===== config.mk =====
export PLATFORM = sky130hd
export DESIGN_NAME = mdcc_ctrl
export DESIGN_NICKNAME = d
export VERILOG_FILES = /design/src/hdl/mdcc_pkg.sv /design/src/hdl/mdcc_ctrl.sv
export SDC_FILE = /design/constraint.sdc
export NUM_CORES = 1
export LEC_CHECK = 0
export BUFFER_PORTS_ARGS = -buffer_cell sky130_fd_sc_hd__buf_2
export CORE_AREA = 2 2 39 41
export DETAILED_ROUTE_END_ITERATION = 6
export DIE_AREA = 0 0 41 43
export PLACE_DENSITY = 0.4
export SLEW_MARGIN = 30
export SYNTH_ARGS = -nofsm -noshare
export SYNTH_HDL_FRONTEND = slang
export SYNTH_SLANG_ARGS = --single-unit

===== constraint.sdc =====
create_clock -name i_clk -period 1.82 [get_ports i_clk]
set_input_delay 0.182 -clock i_clk [delete_from_list [all_inputs] [get_ports i_clk]]
set_output_delay 0.182 -clock i_clk [all_outputs]
set_load 0.01 [all_outputs]

===== src/hdl/mdcc_pkg.sv =====
package mdcc_pkg;

    // default sizes, handed down from the top level
    localparam int MAX_CODE_SYMBOLS_DEF = 64;
    localparam int SET_ENTRIES_DEF      = 128;

    // fixed field widths
    localparam int LETTER_W = 5;
    localparam int COUNT_W  = 8;
    localparam int SYM_N_W  = 3;
    localparam int SYM_B_W  = 4;
    localparam int LETTERS  = 26;

    // morse table, dot = 0, dash = 1, first symbol in the highest of len bits
    localparam logic [SYM_B_W-1:0] MORSE_BITS [LETTERS] = '{
        4'h1, 4'h8, 4'hA, 4'h4, 4'h0, 4'h2, 4'h6, 4'h0, 4'h0, 4'h7, 4'h5, 4'h4, 4'h3,
        4'h2, 4'h7, 4'h6, 4'hD, 4'h2, 4'h0, 4'h1, 4'h1, 4'h1, 4'h3, 4'h9, 4'hB, 4'hC
    };
    localparam logic [SYM_N_W-1:0] MORSE_LEN [LETTERS] = '{
        3'd2, 3'd4, 3'd4, 3'd3, 3'd1, 3'd4, 3'd3, 3'd4, 3'd2, 3'd4, 3'd3, 3'd4, 3'd2,
        3'd2, 3'd3, 3'd4, 3'd4, 3'd3, 3'd3, 3'd1, 3'd3, 3'd4, 3'd3, 3'd4, 3'd4, 3'd4
    };

    // symbol count of a letter, zero for codes past z
    function automatic logic [SYM_N_W-1:0] morse_len(input logic [LETTER_W-1:0] letter);
        logic [SYM_N_W-1:0] len;
        len = '0;
        if (letter < LETTER_W'(LETTERS)) begin
            len = MORSE_LEN[letter];
        end
        return len;
    endfunction

    // symbol bits of a letter, zero for codes past z
    function automatic logic [SYM_B_W-1:0] morse_bits(input logic [LETTER_W-1:0] letter);
        logic [SYM_B_W-1:0] bits;
        bits = '0;
        if (letter < LETTER_W'(LETTERS)) begin
            bits = MORSE_BITS[letter];
        end
        return bits;
    endfunction

    // controller states
    typedef enum logic {
        ST_IDLE,
        ST_SCAN
    } t_state;

    // controller to datapath
    typedef struct packed {
        logic accept;
        logic scan_start;
        logic scan_step;
        logic finish;
    } t_dp_cmd;

    // datapath to controller
    typedef struct packed {
        logic hit;
        logic miss;
        logic list_pend;
        logic out_full;
    } t_dp_status;

endpackage


===== src/hdl/mdcc_ctrl.sv =====
module mdcc_ctrl (
    input  logic                i_clk,
    input  logic                i_rst_n,
    input  logic                i_in_valid,
    input  logic                i_word_end,
    input  logic                i_list_end,
    input  mdcc_pkg::t_dp_status i_status,
    output logic                o_in_ready,
    output mdcc_pkg::t_dp_cmd   o_cmd
);

    mdcc_pkg::t_state r_state;
    mdcc_pkg::t_state n_state;
    logic             done;
    logic             blocked;

    // search finished, and whether a list end must wait for the occupied result register
    assign done    = i_status.hit || i_status.miss;
    assign blocked = i_status.list_pend && i_status.out_full;

    // state register
    always_ff @(posedge i_clk) begin
        if (!i_rst_n) begin
            r_state <= mdcc_pkg::ST_IDLE;
        end else begin
            r_state <= n_state;
        end
    end

    // next state
    always_comb begin
        n_state = r_state;
        case (r_state)
            mdcc_pkg::ST_IDLE: begin
                if (i_in_valid && (i_word_end || i_list_end)) begin
                    n_state = mdcc_pkg::ST_SCAN;
                end
            end
            mdcc_pkg::ST_SCAN: begin
                if (done && !blocked) begin
                    n_state = mdcc_pkg::ST_IDLE;
                end
            end
            default: n_state = mdcc_pkg::ST_IDLE;
        endcase
    end

    // commands
    always_comb begin
        o_in_ready = 1'b0;
        o_cmd      = '0;
        case (r_state)
            mdcc_pkg::ST_IDLE: begin
                o_in_ready       = 1'b1;
                o_cmd.accept     = i_in_valid;
                o_cmd.scan_start = i_in_valid && (i_word_end || i_list_end);
            end
            mdcc_pkg::ST_SCAN: begin
                o_cmd.scan_step = !done;
                o_cmd.finish    = done && !blocked;
            end
            default: begin
                o_in_ready = 1'b0;
            end
        endcase
    end

endmodule


# After elaboration in Yosys (flattened, before gate mapping)
# Index checks and enable logic that the tools add are counted.
dict set report op_classes {
  muxes 6
  n_bitwise 1
  n_reduce_logical 7
}
# cell count
set ops {}
lappend ops {{2-to-1 mux 2 bit} 2}
lappend ops {{logical AND 1 bit} 3}
lappend ops {{2-to-1 mux 1 bit} 3}
lappend ops {{logical NOT 1 bit} 2}
lappend ops {{logical OR 1 bit} 2}
lappend ops {{one-hot mux 1 bit (2 select lines)} 1}
lappend ops {{inverter 1 bit} 1}
dict set report word_totals {
  reg_bits 1
  out_inout_bits 5
  wordCells 15
}

# Logic depth before layout (Yosys ltp)
dict set report depth {
  word_depth 5
  depth_mapped 2
  depth_no_buf 2
}

# Worst setup path before layout
# Ideal clock, no wire load.
dict set report synth_path {
  path_kind {flip-flop to output port}
  startpoint {register r_state}
  endpoint {output port o_cmd[1] in the netlist's numbering}
  t_arrival_ns 0.685
  t_required_ns 1.638
  setup_slack_ns 0.953
  path_stages_with_launch 3
  cell_sequence {dfxtp_1 > inv_1 > nor3_1}
}
# item line_no
set synth_lines {}
lappend synth_lines {{start, declared} mdcc_ctrl.sv:12} ;# mdcc_pkg::t_state r_state;
lappend synth_lines {{start signal, assigned} mdcc_ctrl.sv:24} ;# r_state <= mdcc_pkg::ST_IDLE;
lappend synth_lines {{start signal, assigned} mdcc_ctrl.sv:26} ;# r_state <= n_state;
lappend synth_lines {{end, declared} mdcc_ctrl.sv:9} ;# output mdcc_pkg::t_dp_cmd o_cmd

==> metrics.txt <==
status=complete, no violations; Largest delay share family, worst path=buffers and inverters; r2r endpoint=r_state$_SDFF_PN0_; share of cells above drive strength 1=68.0%; top cells by area, synth=dfxtp_1 20%, o32ai_2 16%, a2bb2oi_2 15%; hold_sp=i_status[1]; Distinct cells, synth=9; Routed Antenna Nets=0; P&R area growth vs syn=85.0%; GR Layer Usage met1=2.22%; post-synthesis simple-gate area fraction=37.5%; fin nets=36; drt drc=0; Buf/Inv on CP=2; dpl cells=41; met2 Usage GRT=4.06%; Max stage delay cell, worst path=and2_2; Slew @ Worst Pin=182 ps; hold path cells=3; post-synthesis sequential area ratio=around a fifth; first-pass GRT wire length=296 um; setup slack, reg-to-reg=between 1000 and 1500 ps; Yosys reg bits=1; Biggest register=r_state; Clk pin slew, worst setup/hold paths=0 ps; Syn. warnings=0; number of global-route vias before repair=93; PD cells=342 nW/um^2; Syn Inst Count=12; Hold Path Class=in -> reg; Seq pwr share=40.6%; GR peak layer=met2; Hold Slack=between 400 and 500 ps; Int Power=45.0 uW; fmax=1060 MHz; Antenna Cells=0; Post-Route WL=232 um; Net Sw Frac=between 20% and 30%; register area=20.0 um^2; DP Wirelength=229 um; Leakage=0.0000989 uW; Peak VDD IR=79.2 uV; worst path required time=around 1600 ps; DP Worst Slack=roughly 900 ps; antenna violations before repair=0; Critical Path Max Stage Delay=180 ps; DRT Pass-1 Iters=1; mux cell area share after synthesis=0%; Max Cap Viol=0; Fillers=157; Synth top area share=20.0%; worst hold path endpoint=r_state$_SDFF_PN0_; multi-input logic area=about 69 um^2; Worst setup EP type=primary output; die width=41 um; fin crit share=51.7%; Starting DRT DRC Count=0; post-CTS setup buffers=0; max_slew headroom=87.9%; M3 GR Usage=1.05%; largest family of logic cells by synthesized area=simple AND/OR/NAND/NOR gates; # port buffers=13; post-route minimum period=940 ps; setup ws final=880 ps; I/O Pins=14; biggest regs=r_state: 1 flops; area leader, netlist=dfxtp_1; Post-CTS Resized=0; row count=14; arrival time at the worst endpoint=760 ps; max reg flops=1; Clk Latency, worst-skew pair=0 ps; post-synthesis xor/xnor area fraction=0%; routed len/inst=around 5.7 um; total power=63.2 uW; syn nets=21; kind of critical path=in -> out; Mapped Area=100 um^2; Worst R2R Start=r_state$_SDFF_PN0_; Setup TNS=0 ps; number of hold violations in the final report=0; RSZ-0062 raised after global routing=no; Critical Path Fanout Max=2; critical path cell sequence=buf_2, a2bb2oi_2, and2_2, buf_2; Max Slew Vio Count=0; complex-gate fraction of the synthesized area=between 30% and 40%; largest net degree at the start of global routing=5; Vias per Instance=3.00; final setup fails=0; startpoint types=input pin; Mean Syn Cell Area=8.34 um^2; Initial Util=slightly above 7%; GRT Overall Usage=2.20%; Clock Power Share=0%; post-synthesis adder-cell area fraction=0%; final clock skew=0 ps; Switch Pwr=18.2 uW; gr ovfl total=0; logic gate share of total power=59.4%; reg2reg path depth=2; die height=~43 um; hold buffer count at CTS=0; die area=1760 um^2; CP dominant cell by count=buf_2; Final Wtd Congestion=0.474; final non-filler cell total=41; DR vias=123; Core Region=1380 um^2
==> cells in the mapped netlist <==
cell       count
nand2b_4       1
dfxtp_1        1
and2_2         1
nor3_1         1
inv_1          3
o32ai_2        1
nor2_1         2
nand2_1        1
a2bb2oi_2      1
==> per-layer routing <==
metal / up-vias / part of all wire [%]
met3: 0 / 16
met5: - / 0
met2: 7 / 47
met4: 0 / 0
li1: 65 / -
met1: 51 / 38
==> power by group through the flow <==
stage | sequential [uW] | combinational [uW] | clock (uW)
5_1_grt | 26.1 | 42.9 | 0
3_5_place_dp | 25.7 | 38.4 | 0
2_1_floorplan | 25.4 | 20.1 | 0
4_1_cts | 25.7 | 38.5 | 0
3_3_place_gp | 25.9 | 38.4 | 0
6_report | 25.6 | 37.6 | 0
==> worst register-to-register path, stage by stage (launching register included) <==
cell and delay (ps):
dfxtp_1 300, nand2b_4 150, o32ai_2 190
==> placed cells by master (no fill, tap or decap) <==
master     instances
and2_2             1
a2bb2oi_2          1
dfxtp_1            1
nor2_1             2
buf_2             13
inv_1              3
nand2b_4           1
o32ai_2            1
nand2_1            1
nor3_1             1
==> layout make-up <==
cell class,count,share of cell area (%)
inverter,3,6.08
multi-input combinational,8,37.2
sequential,1,10.8
tap,16,10.8
timing repair buffer,13,35.1
==> through the flow <==
step	util [%]	area, um^2
after floorplan	-	100
after CTS	13.4	185
after global placement	13.4	185
after global routing	13.4	185
after detailed placement	13.4	185
final	13.4	185
==> worst max-delay path by stage <==
stage                            start       end  depth (start not counted)
floorplan           r_state$_SDFF_PN0_  o_cmd[1]                          2
detailed placement         i_status[2]  o_cmd[0]                          4
global placement           i_status[2]  o_cmd[0]                          4
CTS                        i_status[2]  o_cmd[0]                          4
global route               i_status[2]  o_cmd[0]                          4
finish                     i_status[2]  o_cmd[0]                          4
==> cell families (layout without fill, tap and decap cells) <==
| logic type | Yosys count | after routing |
|---|---|---|
| compound gates | 2 | 2 |
| buf+inv | 3 | 16 |
| simple gates | 6 | 6 |
| flops | 1 | 1 |
(Power assumes the default switching activity.)
